--- config.mk ---
export PLATFORM = sky130hd
export DESIGN_NAME = sscf_queue
export DESIGN_NICKNAME = d
export VERILOG_FILES = /design/src/sv/sscf_pkg.sv /design/src/sv/sscf_queue.sv
export SDC_FILE = /design/constraint.sdc
export NUM_CORES = 1
export LEC_CHECK = 0
export BUFFER_PORTS_ARGS = -buffer_cell sky130_fd_sc_hd__buf_2
export CAP_MARGIN = 5
export CORE_ASPECT_RATIO = 1.4
export CORE_MARGIN = 3
export CORE_UTILIZATION = 35
export CTS_BUF_LIST = sky130_fd_sc_hd__clkbuf_2
export DETAILED_ROUTE_END_ITERATION = 16
export GPL_ROUTABILITY_DRIVEN = 0
export PLACE_DENSITY = 0.54
export SETUP_SLACK_MARGIN = 0.3
export SLEW_MARGIN = 20
export SYNTH_ARGS = -nofsm -noshare
export SYNTH_HDL_FRONTEND = slang
export SYNTH_SLANG_ARGS = --single-unit
export TNS_END_PERCENT = 5
--- constraint.sdc ---
create_clock -name clk_i -period 5.4 [get_ports clk_i]
set_input_delay 0.54 -clock clk_i [delete_from_list [all_inputs] [get_ports clk_i]]
set_output_delay 0.54 -clock clk_i [all_outputs]
set_load 0.01 [all_outputs]
--- src/sv/sscf_pkg.sv ---
// Shared types, constants and trigonometry tables for the sector scan converter.
package sscf_pkg;

  localparam int unsigned AngleMax = 180;

  localparam logic [0:0] CfgOriginX = 1'b0;
  localparam logic [0:0] CfgOriginY = 1'b1;

  typedef struct packed {
    logic       frame_start;
    logic [7:0] angle;
    logic [7:0] depth;
    logic [7:0] intensity;
    logic       ray_last;
  } in_word_t;

  typedef struct packed {
    logic [10:0]        pixel_x;
    logic signed [11:0] pixel_y;
    logic [7:0]         gray;
    logic               filled;
    logic               gap_skipped;
    logic               last;
  } out_word_t;

  // One classified job handed from the front end to the back end.
  typedef struct packed {
    logic [7:0] angle;
    logic [7:0] depth;
    logic [7:0] prev_gray;
    logic [7:0] cur_gray;
    logic [7:0] first_angle;
    logic [6:0] gap;
    logic       do_fill;
    logic       skipped;
  } job_t;

  function automatic logic [15:0] quarter_sine(input logic [6:0] d);
    logic [15:0] v;
    case (d)
      7'd0: v = 16'd0;      7'd1: v = 16'd572;    7'd2: v = 16'd1144;
      7'd3: v = 16'd1715;   7'd4: v = 16'd2286;   7'd5: v = 16'd2856;
      7'd6: v = 16'd3425;   7'd7: v = 16'd3993;   7'd8: v = 16'd4560;
      7'd9: v = 16'd5126;   7'd10: v = 16'd5690;  7'd11: v = 16'd6252;
      7'd12: v = 16'd6813;  7'd13: v = 16'd7371;  7'd14: v = 16'd7927;
      7'd15: v = 16'd8481;  7'd16: v = 16'd9032;  7'd17: v = 16'd9580;
      7'd18: v = 16'd10126; 7'd19: v = 16'd10668; 7'd20: v = 16'd11207;
      7'd21: v = 16'd11743; 7'd22: v = 16'd12275; 7'd23: v = 16'd12803;
      7'd24: v = 16'd13328; 7'd25: v = 16'd13848; 7'd26: v = 16'd14365;
      7'd27: v = 16'd14876; 7'd28: v = 16'd15384; 7'd29: v = 16'd15886;
      7'd30: v = 16'd16384; 7'd31: v = 16'd16877; 7'd32: v = 16'd17364;
      7'd33: v = 16'd17847; 7'd34: v = 16'd18324; 7'd35: v = 16'd18795;
      7'd36: v = 16'd19261; 7'd37: v = 16'd19720; 7'd38: v = 16'd20174;
      7'd39: v = 16'd20622; 7'd40: v = 16'd21063; 7'd41: v = 16'd21498;
      7'd42: v = 16'd21926; 7'd43: v = 16'd22348; 7'd44: v = 16'd22763;
      7'd45: v = 16'd23170; 7'd46: v = 16'd23571; 7'd47: v = 16'd23965;
      7'd48: v = 16'd24351; 7'd49: v = 16'd24730; 7'd50: v = 16'd25102;
      7'd51: v = 16'd25466; 7'd52: v = 16'd25822; 7'd53: v = 16'd26170;
      7'd54: v = 16'd26510; 7'd55: v = 16'd26842; 7'd56: v = 16'd27166;
      7'd57: v = 16'd27482; 7'd58: v = 16'd27789; 7'd59: v = 16'd28088;
      7'd60: v = 16'd28378; 7'd61: v = 16'd28660; 7'd62: v = 16'd28932;
      7'd63: v = 16'd29197; 7'd64: v = 16'd29452; 7'd65: v = 16'd29698;
      7'd66: v = 16'd29935; 7'd67: v = 16'd30163; 7'd68: v = 16'd30382;
      7'd69: v = 16'd30592; 7'd70: v = 16'd30792; 7'd71: v = 16'd30983;
      7'd72: v = 16'd31164; 7'd73: v = 16'd31336; 7'd74: v = 16'd31499;
      7'd75: v = 16'd31651; 7'd76: v = 16'd31795; 7'd77: v = 16'd31928;
      7'd78: v = 16'd32052; 7'd79: v = 16'd32166; 7'd80: v = 16'd32270;
      7'd81: v = 16'd32365; 7'd82: v = 16'd32449; 7'd83: v = 16'd32524;
      7'd84: v = 16'd32588; 7'd85: v = 16'd32643; 7'd86: v = 16'd32688;
      7'd87: v = 16'd32723; 7'd88: v = 16'd32748; 7'd89: v = 16'd32763;
      default: v = 16'd32768;
    endcase
    return v;
  endfunction

  function automatic logic [15:0] sine_rom(input logic [7:0] a);
    logic [7:0] d;
    d = (a <= 8'd90) ? a : 8'(AngleMax) - a;
    return quarter_sine(d[6:0]);
  endfunction

  function automatic logic signed [16:0] cosine_rom(input logic [7:0] a);
    logic [7:0] d;
    if (a <= 8'd90) begin
      d = 8'd90 - a;
      return signed'({1'b0, quarter_sine(d[6:0])});
    end else begin
      d = a - 8'd90;
      return -signed'({1'b0, quarter_sine(d[6:0])});
    end
  endfunction

endpackage

--- src/sv/sscf_queue.sv ---
// Two-entry job queue between the front and back ends.
module sscf_queue import sscf_pkg::*; (
  input  logic clk_i,
  input  logic rst_ni,
  input  logic wr_valid_i,
  output logic wr_ready_o,
  input  job_t wr_job_i,
  output logic rd_valid_o,
  input  logic rd_ready_i,
  output job_t rd_job_o
);

  job_t       slot_q [2];
  logic       wp_q, rp_q;
  logic [1:0] cnt_q;
  logic       wr, rd;

  assign wr_ready_o = (cnt_q != 2'd2);
  assign rd_valid_o = (cnt_q != 2'd0);
  assign rd_job_o   = slot_q[rp_q];
  assign wr = wr_valid_i && wr_ready_o;
  assign rd = rd_valid_o && rd_ready_i;

  always_ff @(posedge clk_i) begin
    if (wr) slot_q[wp_q] <= wr_job_i;
  end

  always_ff @(posedge clk_i or negedge rst_ni) begin
    if (!rst_ni) begin
      wp_q  <= 1'b0;
      rp_q  <= 1'b0;
      cnt_q <= 2'd0;
    end else begin
      if (wr) wp_q <= ~wp_q;
      if (rd) rp_q <= ~rp_q;
      cnt_q <= cnt_q + 2'(wr) - 2'(rd);
    end
  end

endmodule

Word-level counts from Yosys, hierarchy flattened --
Memory sizes are Yosys's and may differ from the RTL's. Cells that the tools add are included.
Storage, ports and cells: bits in read-only memories 0, memories 1, bits of input ports 53, output and inout port bits 51, memory bits (writable) 98, word-level logic and storage cells 14, bits in registers 4, latch bits 0
Memories:
- slot_q | words 2, bits a word 49, read ports 1, clocked after memory_dff 0, write ports 1, line sscf_queue.sv:13 | job_t slot_q [2];
Operators by class: equal/unequal tests 1, order comparisons 0, shift operators 0, bitwise operators 2, add/subtract/negate cells 2, reduce and logical (&&, ||, !) cells 3, div/mod/pow operators 0, multipliers 0, muxes and demuxes 2
Operator list (number):
- $add A2 B1 Y2 | 1
- $logic_and A1 B1 Y1 | 2
- $mux W1 | 2
- $ne A2 B2 Y1 const B | 1
- $not A1 Y1 | 2
- $reduce_bool A2 Y1 | 1
- $sub A2 B1 Y2 | 1

Logic depth before layout (Yosys ltp) --
Gate-level depths: netlist of run 1.
depth after elaboration 4, gate-level depth with buffers 7, mapped depth without buffers 7

Worst setup path after synthesis of run 1 --
Ideal clock, no wire load.
kind reg2reg, start reg cnt_q[1], end mem slot_q[0][0] (netlist name), enable pin, arrival 2.719 ns, path slack 2.226 ns, path buffers 0, stages on the path, launching flop included 4, required time 4.944 ns, library setup time 0.456 ns, clock period less this slack 3.174 ns, cells stage by stage dfrtp_1 -> nand2b_1 -> nand2_1 -> nor2_1
On the way: cells in the longest elaborated chain, start to end 4
Ends and longest elaborated chain:
- start, declared | line sscf_queue.sv:15 | logic [1:0] cnt_q;
- start signal, assigned | line sscf_queue.sv:36 | cnt_q <= cnt_q + 2'(wr) - 2'(rd);
- $ne A2 B2 Y1 | line sscf_queue.sv:18 | assign wr_ready_o = (cnt_q != 2'd2);
- via wr_ready_o | line sscf_queue.sv:6 | output logic wr_ready_o,
- $logic_and A1 B1 Y1 | line sscf_queue.sv:21 | assign wr = wr_valid_i && wr_ready_o;
- $mux W1 | line sscf_queue.sv:25 | if (wr) slot_q[wp_q] <= wr_job_i;
- $mux W1 (not written as such) | line sscf_queue.sv:25
- end, declared | line sscf_queue.sv:13
The timed path passes the listed nets, and every way through them passes these cells.

==> impl_results.md, run 1 <==
* F_max at 386 MHz
* Initial antenna violation count at 1
* Final setup vio count at 0
* Total GRT Usage at 0.116
* Synth top area cells: edfxtp_1 (78%), mux2_2 (13%), dfrtp_1 (2.7%)
* Lkg Pwr at 0.00168 uW
* Critical path arrival at 2050 ps
* Worst Hold End: slot_q[1][15]
* WS Path Type: register to output port
* Cells after DPL at 407
* Seq/Total Area, Yosys at 0.810
* Commonest cells after routing, fill and taps aside: buf_2 (103), edfxtp_1 (98), mux2_2 (45)
* Largest area contributor in the netlist: edfxtp_1
* Ys Warns at 0
* DP HPWL at 4420 um
* VDD IR max at 0.194 mV
* Crit-path cells: mux2_2 -> buf_2
* Routed Antenna Nets at 0
* CTS tree: built
* Clock tree sinks at 102
* Cell row count at 44
* Worst hold path type: primary input to register
* Final Net Count at 336
* Share of cells above drive strength 1 at 0.589
* WL met2 at 3600 um
* Hold_sp: wr_job_i[15]
* Initial drt markers at 64
* H-tree levels at 3
* DIE AREA at 0.0120 mm2
* Reg2reg start: cnt_q[1]
* Flop-to-flop setup slack at 3300 ps
* Detail Route met3 WL at 375 um
* Die W at 93.5 um
* Syn_area_per_cell at 22.1 um2
* Fillers at 965
* Io pins at 104
* Clock transition at path regs at 240 ps
* Drt pass-1 iters at 4
* Fin crit share at 0.479
* Root Driver: clkbuf_2
* Clock Tree Buf Depth at 2
* Core Region at 0.0104 mm2
* Vias in the first global route at 2,018
* Max incr delay on CP at 930 ps
* Fin. Hold Viols at 0
* Worst EP required at 4860 ps
* Synth Register Bits at 102
* Port Buffers at 103
* Fin crit period at 2590 ps
* Via Count at 1,898
* Slowest CP cell: dfrtp_4
* Worst Skew at 15.3 ps
* Wire per inst at 15.9 um
* First-pass GRT wire length at 10,300 um
* Final wirelength at 6740 um
* Pwr dens at 485 mW/mm2
* Startpoint Class: register
* Slew @ Worst Pin at 761 ps
* R2R Path End: slot_q[0][39]
* Die Ht at 129 um
* Grt total ovfl at 0
* R2R cell count at 4
* Max Cap Viol at 0
* CP Capture Type: output port
* Finished Layout Cells at 423
* Hold Slack at 171 ps
* RSZ-0062 raised after global routing: no
* Initial Util at 0.361
* CP delay by family, top: flip-flops
* Finished Core Util at 0.434
* Vias per Instance at 4.49
* DR DRC count at 0
* Power, Total at 2190 uW
* Cell Area, Synth at 0.00375 mm2
* Crit path max fanout at 50
* Synth top area share at 0.784
* Setup TNS at 0 ps
* Commonest non-fill, non-tap cell in the layout: buf_2
* Gate Count Post-Synth at 170
* CTS buffer count at 9
* Synthesized Nets at 225
* Hold Path Cell Cnt at 1
* Distinct cells, synth at 16
* Met1 wire length at 2570 um
* Area delta synth->final at 20.4%
* Pins Over Slew Limit at 0
* Clock Latency Late Sink at 530 ps
* Top Layer Used: met5
* Largest net degree at the start of global routing at 51
* Worst Path Buf+Inv at 1
* Relative slew slack at 0.492
* Status: finished, final reports clean
* Ant. Diodes at 0
-- layer usage --
layer  up-vias  GRT usage
li1        886          -
met5         -          0
met4         2     0.0697
met1       932      0.130
met2        62      0.200
met3        16     0.0263
-- flip-flops by register name, indices dropped and copies added, names as in the netlist --
signal  count
wp_q        1
slot_q     98
rp_q        1
cnt_q       2
-- layout make-up --
cell class / count / area, um2 / area share
Sequential cell: 102 / 3050 / 0.674
Clock buffer: 10 / 50.0 / 0.0111
Inverter: 1 / 3.75 / 0.000830
Timing Repair Buffer: 106 / 541 / 0.120
Tap cell: 138 / 173 / 0.0382
Clock inverter: 5 / 51.3 / 0.0113
Multi-Input combinational cell: 61 / 656 / 0.145
-- stage by stage --
step | instance area, um2 | setup WS [ps]
finish | 4520 | 2810
global route | 4520 | 2660
CTS | 4520 | 2690
detailed placement | 4410 | 3110
global placement | 4410 | 3050
floorplan | 3750 | 2230
-- power breakdown --
part	switching (uW)	internal, uW
sequential	117	1080
clock	231	103
combinational	328	332
-- synthesized netlist by cell type, drive strengths merged --
| cell type | count |
|---|---|
| buf | 6 |
| dfrtp | 4 |
| and3 | 1 |
| edfxtp | 98 |
| xnor2 | 3 |
| and2 | 1 |
| ha | 2 |
| nand2b | 1 |
| nor2 | 1 |
| xor2 | 1 |
| nand2 | 1 |
| or2 | 1 |
| inv | 1 |
| mux2 | 49 |
-- cells by family (layout without fill, tap and decap cells) --
| group | Yosys count | count (layout) | synth area share |
|---|---|---|---|
| DFF | 102 | 102 | 0.810 |
| adders and majority gates | 2 | 2 | 0.00666 |
| buffers and inverters | 7 | 122 | 0.0173 |
| and+or+nand+nor | 6 | 6 | 0.00933 |
| muxes | 49 | 49 | 0.147 |
| xor gates and xnor gates | 4 | 4 | 0.00933 |
-- worst reg2reg max path, cell delays in order (launching register included) --
cell and delay (ps):
dfrtp_1 460, nand2b_1 110, nand2_1 140, nor2_4 620
buf_4 470
-- worst max path at each step --
stage	start	endpoint	slack (ps)	cells past startpoint
6_report	rp_q	rd_job_o[25]	2810	2
5_1_grt	rp_q	rd_job_o[25]	2660	2
4_1_cts	rp_q	rd_job_o[25]	2690	2
3_5_place_dp	wr_valid_i	slot_q[0][44]	3110	4
3_3_place_gp	rp_q	rd_job_o[23]	3050	2
2_1_floorplan	cnt_q[1]	slot_q[0][0]	2230	3
-- what timing repair did --
item,in CTS,in global routing
endpoints found under the setup margin,0,0
hold buffers,1,0
resized for setup,0,0
hold endpoints to repair,4,0
buffers inserted,0,0
No activity file was read; power rests on OpenSTA's default activity.
==> run 2, diff against run 1 <==
Clock period 5.4 ns to 2.7 ns, I/O delays scaled along.
==> run 2 against run 1 <==
Against the previous run: non-clock buffer count up 55; die area unchanged; cell count up 13%; routed wire length up 9.9%; clock skew up 3.6 ps; sequential share of layout area down 7.4 points; largest cell class unchanged; largest power group unchanged.
==> impl_results.md, run 2 (synthesized netlist as in run 1, its figures left out) <==
* Largest net degree at the start of global routing at 28
* Die Ht at 129 um
* Clock tree sinks at 102
* Seq pwr share at 0.507
* Largest reg by FF count: slot_q
* Wire per inst at 15.5 um
* Startpoint Class: register
* Max Cap Viol at 0
* Fin crit period at 2190 ps
* Cell row count at 44
* Finished Layout Cells at 478
* Relative slew slack at 0.743
* Power, Total at 4530 uW
* CTS buffer count at 9
* Port Buffers at 103
* Vias in the first global route at 2,293
* Fin area at 0.00508 mm2
* Core Region at 0.0104 mm2
* Max FFs per register at 98
* Final setup vio count at 0
* DIE AREA at 0.0120 mm2
* Share of cells above drive strength 1 at 0.506
* Crit path max fanout at 26
* Fin crit share at 0.810
* Clock Power Share at 0.149
* Commonest non-fill, non-tap cell in the layout: buf_2
* Initial Util at 0.361
* DR DRC count at 0
* Slew @ Worst Pin at 385 ps
* Initial antenna violation count at 0
* Worst EP required at 2430 ps
* Pins Over Slew Limit at 0
* Via Count at 2,099
* Comb power frac at 0.344
* Commonest cells after routing, fill and taps aside: buf_2 (103), edfxtp_1 (98), dlygate4sd3_1 (52)
* Io pins at 104
* F_max at 458 MHz
* Int Power at 3140 uW
* CP Capture Type: output port
* Clock Latency Late Sink at 550 ps
* Critical path arrival at 1920 ps
* Final setup margin at 514 ps
* Status: finished, final reports clean
* Die W at 93.5 um
* Grt total ovfl at 0
* Total GRT Usage at 0.126
* First-pass GRT wire length at 11,300 um
* Ant. Diodes at 0
* Initial drt markers at 91
* Dpl ws at 828 ps
* Final wirelength at 7420 um
* WS Path Type: register to output port
* Setup TNS at 0 ps
* Cells after DPL at 410
* Clock transition at path regs at 240 ps
* CTS tree: built
* Vias per Instance at 4.39
* Worst Skew at 18.9 ps
* RSZ-0062 raised after global routing: no
* Lkg Pwr at 0.00192 uW
* Pwr dens at 893 mW/mm2
* Final Net Count at 391
* Drt pass-1 iters at 4
* Worst hold path type: primary input to register
* Root Driver: clkbuf_2
* Area delta synth->final at 35.2%
* Routed Antenna Nets at 0
* Net switching power at 1400 uW
* VDD IR max at 0.508 mV
* Sw Share at 0.308
* Area after DPL at 0.00444 mm2
* Fin. Hold Viols at 0
* Clock Tree Buf Depth at 2
* Top flop regs: slot_q (98), cnt_q (2)
* H-tree levels at 3
run 2: timing repair:
action / 4_1_cts / 5_1_grt
endpoints found under the setup margin: 26 / 24
setup buffers: 0 / 1
endpoints found under the hold margin: 103 / 0
pin swaps: 0 / 0
gates resized for setup: 1 / 0
hold buffers: 52 / 0
run 2: final cells by class:
type                    instances  area (um2)
fillers                       900        5330
flip-flops and latches        102        3050
repair buffers                161        1100
multi-input cells              61         656
well taps                     138         173
clock inverters                 5        51.3
clock buffers                  10        50.0
inverters                       1        3.75
run 2: path summary, 6_finish.rpt:
| path | from | to | slack (ps) | depth (start not counted) |
|---|---|---|---|---|
| max | rp_q | rd_job_o[3] | 510 | 3 |
| min | wr_valid_i | wp_q | 90 | 3 |
| max reg2reg | cnt_q[1] | cnt_q[1] | 980 | 7 |
| min reg2reg | cnt_q[0] | cnt_q[0] | 550 | 1 |
| max in group asynchronous | rst_ni | rp_q | 1910 | 3 |
| min in group asynchronous | rst_ni | wp_q | 590 | 3 |
run 2: power groups by stage:
| stage | clock [uW] | sequential (uW) | combinational, uW |
|---|---|---|---|
| after floorplan | 0 | 2270 | 1030 |
| after global placement | 0 | 2360 | 1480 |
| after detailed placement | 0 | 2380 | 1480 |
| after CTS | 709 | 2340 | 1550 |
| after global routing | 781 | 2340 | 1710 |
| final | 674 | 2300 | 1560 |
run 2: metal layers:
| layer | GRT usage | vias to the layer above | share of wire |
|---|---|---|---|
| li1 | - | 993 | - |
| met1 | 0.140 | 1046 | 0.39 |
| met2 | 0.226 | 53 | 0.55 |
| met3 | 0.0298 | 7 | 0.046 |
| met4 | 0.0587 | 0 | 0.013 |
| met5 | 0 | - | 0 |
run 2: critical path: stages (launching register included):
cell and delay, ps:
dfrtp_4 620, buf_12 230, mux2_2 380, buf_2 150
run 2: per-stage QoR:
step	hold WS, ps	utilization
2_1_floorplan	-25.6	-
3_3_place_gp	80.9	0.427
3_5_place_dp	83.4	0.427
4_1_cts	10.4	0.487
5_1_grt	7.03	0.488
6_report	85.3	0.488
